==> src/design/pbrt_pkg.sv <==
package pbrt_pkg;

  localparam int PRIORITY_LEVELS_DEF = 256;
  localparam int MAX_TASKS_DEF       = 255;

  localparam int PRI_W       = 8;
  localparam int LEVEL_BITS  = 32;
  localparam int LEVEL_SHIFT = 5;

  localparam logic OP_PUT    = 1'b0;
  localparam logic OP_REMOVE = 1'b1;

  // Commands from the controller to the datapath.
  typedef struct packed {
    logic capture;
    logic read;
    logic update;
    logic find_group;
    logic load_result;
  } cmd_t;

  // Index of the lowest set bit of a level word, 0 for an empty word.
  function automatic logic [LEVEL_SHIFT-1:0] lowest_set(input logic [LEVEL_BITS-1:0] w);
    logic [LEVEL_SHIFT-1:0] idx;
    idx = '0;
    for (int i = LEVEL_BITS - 1; i >= 0; i--) begin
      if (w[i]) begin
        idx = LEVEL_SHIFT'(i);
      end
    end
    return idx;
  endfunction

endpackage

==> src/design/pbrt_ctrl.sv <==
module pbrt_ctrl (
  input  logic           clk,
  input  logic           rst,
  input  logic           start,
  output logic           busy,
  output logic           done,
  output pbrt_pkg::cmd_t cmd
);

  typedef enum logic [2:0] {
    S_IDLE,
    S_READ,
    S_UPDATE,
    S_GROUP,
    S_LEVEL
  } state_t;

  state_t state;
  logic   accept;

  assign busy   = (state != S_IDLE);
  assign accept = start && !busy;

  assign cmd.capture     = accept;
  assign cmd.read        = (state == S_READ);
  assign cmd.update      = (state == S_UPDATE);
  assign cmd.find_group  = (state == S_GROUP);
  assign cmd.load_result = (state == S_LEVEL);

  always_ff @(posedge clk) begin
    if (rst) begin
      state <= S_IDLE;
      done  <= 1'b0;
    end else begin
      done <= (state == S_LEVEL);
      unique case (state)
        S_IDLE:   if (accept) state <= S_READ;
        S_READ:   state <= S_UPDATE;
        S_UPDATE: state <= S_GROUP;
        S_GROUP:  state <= S_LEVEL;
        S_LEVEL:  state <= S_IDLE;
        default:  state <= S_IDLE;
      endcase
    end
  end

  a_accept_busy: assert property (@(posedge clk) disable iff (rst)
    accept |=> busy) else $error("accepted item did not start work");

  a_done_idle: assert property (@(posedge clk) disable iff (rst)
    done |-> !busy) else $error("result strobe while still busy");

  a_done_single: assert property (@(posedge clk) disable iff (rst)
    done |=> !done) else $error("result strobe longer than one cycle");

  a_latency: assert property (@(posedge clk) disable iff (rst)
    accept |-> ##5 done) else $error("result not delivered five cycles after accept");

endmodule

==> src/design/pbrt_datapath.sv <==
module pbrt_datapath #(
  parameter int PRIORITY_LEVELS     = pbrt_pkg::PRIORITY_LEVELS_DEF,
  parameter int MAX_TASKS_PER_LEVEL = pbrt_pkg::MAX_TASKS_DEF
) (
  input  logic                       clk,
  input  logic                       rst,
  input  pbrt_pkg::cmd_t             cmd,
  input  logic                       opcode,
  input  logic [pbrt_pkg::PRI_W-1:0] priority_req,
  output logic [pbrt_pkg::PRI_W-1:0] highest_priority,
  output logic                       any_ready,
  output logic                       op_error
);

  localparam int GROUP_COUNT = (PRIORITY_LEVELS + pbrt_pkg::LEVEL_BITS - 1) /
                               pbrt_pkg::LEVEL_BITS;
  localparam int GRP_W  = (GROUP_COUNT > 1) ? $clog2(GROUP_COUNT) : 1;
  localparam int ADDR_W = $clog2(PRIORITY_LEVELS);
  localparam int CNT_W  = $clog2(MAX_TASKS_PER_LEVEL + 1);

  logic                       opcode_r;
  logic [pbrt_pkg::PRI_W-1:0] pri_r;

  logic [CNT_W-1:0]           count_mem [PRIORITY_LEVELS];
  logic [PRIORITY_LEVELS-1:0] count_valid;
  logic [CNT_W-1:0]           rd_count;
  logic                       rd_valid;

  logic [pbrt_pkg::LEVEL_BITS-1:0] level_map [GROUP_COUNT];
  logic [GROUP_COUNT-1:0]          group_map;
  logic                            err_r;

  logic [GRP_W-1:0] grp_sel;
  logic             grp_any;

  logic [ADDR_W-1:0]                addr;
  logic [GRP_W-1:0]                 grp;
  logic [pbrt_pkg::LEVEL_SHIFT-1:0] bit_idx;
  logic                             in_range;
  logic [CNT_W-1:0]                 cur_count;
  logic [CNT_W-1:0]                 new_count;
  logic                             upd_err;
  logic [pbrt_pkg::LEVEL_BITS-1:0]  new_word;
  logic [GRP_W-1:0]                 grp_first;
  logic [GRP_W+pbrt_pkg::LEVEL_SHIFT-1:0] hi_full;

  assign addr     = ADDR_W'(pri_r);
  assign grp      = GRP_W'(pri_r >> pbrt_pkg::LEVEL_SHIFT);
  assign bit_idx  = pri_r[pbrt_pkg::LEVEL_SHIFT-1:0];
  assign in_range = (32'(pri_r) < 32'(PRIORITY_LEVELS));
  assign cur_count = rd_valid ? rd_count : '0;

  always_comb begin
    new_count = cur_count;
    upd_err   = 1'b0;
    new_word  = level_map[grp];
    if (!in_range) begin
      upd_err = 1'b1;
    end else if (opcode_r == pbrt_pkg::OP_PUT) begin
      upd_err   = (cur_count >= CNT_W'(MAX_TASKS_PER_LEVEL));
      new_count = cur_count + 1'b1;
      new_word[bit_idx] = 1'b1;
    end else begin
      upd_err   = (cur_count == '0);
      new_count = cur_count - 1'b1;
      if (new_count == '0) begin
        new_word[bit_idx] = 1'b0;
      end
    end
  end

  // The highest-numbered set bit is overwritten by lower ones, leaving the lowest.
  always_comb begin
    grp_first = '0;
    for (int i = GROUP_COUNT - 1; i >= 0; i--) begin
      if (group_map[i]) begin
        grp_first = GRP_W'(i);
      end
    end
  end

  assign hi_full = {grp_sel, pbrt_pkg::lowest_set(level_map[grp_sel])};

  always_ff @(posedge clk) begin
    if (cmd.capture) begin
      opcode_r <= opcode;
      pri_r    <= priority_req;
    end
    if (cmd.read) begin
      rd_count <= count_mem[addr];
    end
    if (cmd.update && !upd_err) begin
      count_mem[addr] <= new_count;
    end
    if (cmd.find_group) begin
      grp_sel <= grp_first;
      grp_any <= |group_map;
    end
    if (cmd.load_result) begin
      any_ready        <= grp_any;
      highest_priority <= grp_any ? pbrt_pkg::PRI_W'(hi_full) : '0;
      op_error         <= err_r;
    end
  end

  always_ff @(posedge clk) begin
    if (rst) begin
      count_valid <= '0;
      rd_valid    <= 1'b0;
      group_map   <= '0;
      err_r       <= 1'b0;
      for (int g = 0; g < GROUP_COUNT; g++) begin
        level_map[g] <= '0;
      end
    end else begin
      if (cmd.read) begin
        rd_valid <= count_valid[addr];
      end
      if (cmd.update) begin
        err_r <= upd_err;
        if (!upd_err) begin
          count_valid[addr] <= 1'b1;
          level_map[grp]    <= new_word;
          group_map[grp]    <= |new_word;
        end
      end
    end
  end

endmodule

==> src/design/priority_bitmap_ready_tracker.sv <==
// After the accepting edge the controller steps through S_READ, S_UPDATE, S_GROUP and
// S_LEVEL: the count memory read, its update, the group search and the level search each
// take one controller state. done rises and results are registered as S_LEVEL ends; busy is
// high until then, so a new item is taken only after the last one is through.
// Reset (rst, synchronous) empties every level: counts, level words and group bits clear.
// Results cannot be held off; each one is present for the single cycle that done is high.
module priority_bitmap_ready_tracker #(
  parameter int PRIORITY_LEVELS     = pbrt_pkg::PRIORITY_LEVELS_DEF,
  parameter int MAX_TASKS_PER_LEVEL = pbrt_pkg::MAX_TASKS_DEF
) (
  input  logic                       clk,
  input  logic                       rst,
  input  logic                       start,
  output logic                       busy,
  input  logic                       opcode,
  input  logic [pbrt_pkg::PRI_W-1:0] priority_req,
  output logic                       done,
  output logic [pbrt_pkg::PRI_W-1:0] highest_priority,
  output logic                       any_ready,
  output logic                       op_error
);

  pbrt_pkg::cmd_t cmd;

  pbrt_ctrl u_ctrl (
    .clk   (clk),
    .rst   (rst),
    .start (start),
    .busy  (busy),
    .done  (done),
    .cmd   (cmd)
  );

  pbrt_datapath #(
    .PRIORITY_LEVELS     (PRIORITY_LEVELS),
    .MAX_TASKS_PER_LEVEL (MAX_TASKS_PER_LEVEL)
  ) u_datapath (
    .clk              (clk),
    .rst              (rst),
    .cmd              (cmd),
    .opcode           (opcode),
    .priority_req     (priority_req),
    .highest_priority (highest_priority),
    .any_ready        (any_ready),
    .op_error         (op_error)
  );

endmodule

==> config.mk <==
export PLATFORM = sky130hd
export DESIGN_NAME = priority_bitmap_ready_tracker
export DESIGN_NICKNAME = d
export VERILOG_FILES = /design/src/design/pbrt_pkg.sv /design/src/design/pbrt_ctrl.sv /design/src/design/pbrt_datapath.sv /design/src/design/priority_bitmap_ready_tracker.sv
export SDC_FILE = /design/constraint.sdc
export NUM_CORES = 2
export LEC_CHECK = 0
export BUFFER_PORTS_ARGS = -buffer_cell sky130_fd_sc_hd__buf_2
export CORE_MARGIN = 4
export CORE_UTILIZATION = 60
export DETAILED_ROUTE_END_ITERATION = 8
export GPL_ROUTABILITY_DRIVEN = 1
export HOLD_SLACK_MARGIN = 0.1
export PLACE_DENSITY = 0.86
export SYNTH_ARGS = -nofsm -noshare
export SYNTH_HDL_FRONTEND = slang
export SYNTH_SLANG_ARGS = --single-unit
==> constraint.sdc <==
create_clock -name clk -period 16.9 [get_ports clk]
set_input_delay 0.845 -clock clk [delete_from_list [all_inputs] [get_ports clk]]
set_output_delay 0.845 -clock clk [all_outputs]
set_load 0.05 [all_outputs]
==> reports/results.ini <==
[cts]
cts_tree = yes
clock_latency_ns = 0.91
numClockSinks = 2608
numCtsBuffers = 232
clk_pin_slew_worst_paths_ns = 0.07
h-tree-depth = 4
cts-root-buf = clkbuf_16
cts_hold_buf = 2
post_cts_resized = 0
cts_buffer_depth = 3
post-cts-setup-buffers = 0

[critical_path]
cp.required_ns = 17.43
slowest_stage = o221ai_4
max_stage_delay_ns = 1.08
crit_chain = nand2_4 -> ha_1 -> nand2_1 -> nor3_1 -> a21oi_1 -> o221ai_4 -> buf_4 -> buf_4
crit_type = flop to flop
cpLargestDelayFamily = buffers and inverters
cp-start-kind = flop
arrival_ns = 6.86
end_kind = flop
cpMostUsedCell = buf_4
path_max_fanout = 108
cp_num_buf_inv = 2

[floorplan]
ios = 24
start_util_pct = 60.6
chipWidth_um = 425
core_area_um2 = 172000
die_h_um = 425
die_area_um2 = 181000
rows = 152

[timing]
clock_skew_ns = 0.0844
maxSlewViolCount = 0
hold_violations = 0
min_period_ns = 6.33
relSlewSlack_pct = 4.84
tightest_slew_ns = 1.42
fin_crit_sh_pct = 37.5
setup_tns_ns = 0
hold_slack_ns = 0.142
rsz0062_at_grt = no
setup-violations-final = 0
max_freq_mhz = 158

[place]
place_hpwl_um = 157000
place.gp.congestion = 0.926
portBuffers = 23

[finish]
multi_input_area_um2 = 27200
final_common_cell = edfxtp_1
seq_area_um2 = 75600
fill_cells = 9792
drive_gt1_share_pct = 25.3
nNetsFinal = 5395
synthToLayoutAreaGrowth_pct = 10.1
layout.cells.most_common_list = edfxtp_1, nor2_1, mux4_2

[status]
violations = design-rule violations
outcome = finished, violations left

[drt]
drt_iter0_markers = 11800
via_count = 58600
final_antenna_net_count = 0
drt-total-wl_um = 294000
dr.pass1.iters = 9
post-route-drc-count = 12
viasPerCell = 7.39
wl_per_cell_um = 37.1

[global_route]
grt_pass1_wl_um = 424000
overflow = 0
antenna_found_initial = 27
track_usage_pct = 32.9
grt_pass1_vias = 58700
grt_max_degree = 132

[synthesis]
seq_area_frac_synth_pct = 72.5
synth_ff_type = edfxtp_1
synth-edff-count = 2335
synth_top_area_share_pct = 67.3
synth_top_area_cell = edfxtp_1
synth-seq-cells = 2608
syn_area_per_cell_um2 = 19.5
synth_cell_types = 79
ys_top_cells_by_area = edfxtp_1, mux4_2, dfxtp_1
async_flop_share_pct = 0
syn_nets = 5367
syn_inst = 5351
ys_warn_count = 0
syn-cell-area_um2 = 104000

[power_and_ir_drop]
swShare_pct = 24.0
p_per_area_nw_per_um2 = 122
power_mw = 14.0
p_leak_nw = 36.6
pwr-share-seq_pct = 51.9
switchingPower_mw = 3.37
intPower_mw = 10.7
combPwrFrac_pct = 8.9
peakVddDrop_uv = 132
p_clk_share_pct = 39.2

[worst_hold_path]
hold_path_class = primary input to flop

[job]
maxCapViolCount = 0

[cell usage after synthesis (all sizes together) (20+ instances only)]
cell and instances:
a22oi 20, o21a 84, mux2 30, dfxtp 273, buf 116, mux4 857
a21oi 35, clkbuf 220, mux2i 70, edfxtp 2335, o21ai 37, inv 25
nand3 25, nand2 108, nor2 922
[through the flow]
stage / cell area, µm² / setup WS [ns] / util (%) / cells
final: 115000 / 10.57 / 66.7 / 7928
after detailed placement: 107000 / 10.90 / 62.0 / 7452
after global placement: 107000 / 10.99 / 62.0 / 7452
after CTS: 115000 / 10.76 / 66.6 / 7896
after global routing: 115000 / 10.35 / 66.6 / 7901
after floorplan: 104000 / 3.34 / - / 5351
[layout make-up]
| class | instances | area share (%) |
|---|---|---|
| Inverter | 25 | 0.0840 |
| Tap cell | 2310 | 2.52 |
| Clock buffer | 305 | 5.50 |
| Antenna cell | 31 | 0.0676 |
| Timing Repair Buffer | 130 | 0.886 |
| Sequential cell | 2608 | 65.9 |
| Clock inverter | 137 | 1.41 |
| Multi-Input combinational cell | 2382 | 23.7 |
[cells by family after synthesis]
family / after synthesis / synth area share (%)
buffers and inverters: 361 / 1.61
DFF: 2608 / 72.5
xor gates and xnor gates: 4 / 0.0336
and+or+nand+nor: 1159 / 4.51
AOI/OAI and AO/OA: 258 / 1.76
adders and majority gates: 4 / 0.0480
muxes: 957 / 19.5
[registers in the layout, indices dropped and copies added (netlist names), named ones only]
register,cells
u_datapath.op_error,1
u_datapath.count_valid,256
u_datapath.level_map,256
u_ctrl.state,3
u_datapath.rd_valid,1
u_ctrl.done,1
u_datapath.rd_count,8
u_datapath.count_mem,2048
u_datapath.err_r,1
u_datapath.highest_priority,8
u_datapath.addr,8
u_datapath.opcode_r,1
u_datapath.any_ready,1
u_datapath.grp_any,1
u_datapath.group_map,8
u_datapath.grp_sel,3
[per-layer routing]
metal / track usage, % / vias to the layer above / share of wire (%)
li1: - / 21600 / -
met1: 41.4 / 29400 / 31
met2: 50.3 / 6102 / 47
met3: 11.2 / 1403 / 15
met4: 19.2 / 10 / 7.5
met5: 0 / - / 0.044
[power groups by stage]
| stage | Sequential, mW | Combinational (mW) | Clock (mW) |
|---|---|---|---|
| after floorplan | 7.50 | 0.790 | 0 |
| after global placement | 7.41 | 1.13 | 0 |
| after detailed placement | 7.42 | 1.18 | 0 |
| after CTS | 7.28 | 1.21 | 5.49 |
| after global routing | 7.29 | 1.29 | 5.80 |
| final | 7.29 | 1.25 | 5.51 |
[path summary, 6_finish.rpt]
check                                              start                                     end  slack [ns]  depth (start not counted)
setup / recovery        u_datapath.rd_count[0]$_DFFE_PP_  u_datapath.count_mem[126][4]$_DFFE_PP_       10.57                          8
hold / removal                           priority_req[4]            u_datapath.addr[4]$_DFFE_PP_        0.14                          1
setup reg to reg        u_datapath.rd_count[0]$_DFFE_PP_  u_datapath.count_mem[126][4]$_DFFE_PP_       10.57                          8
hold reg to reg   u_datapath.count_valid[6]$_SDFFE_PP0P_  u_datapath.count_valid[6]$_SDFFE_PP0P_        0.46                          1
(Power assumes the default switching activity.)
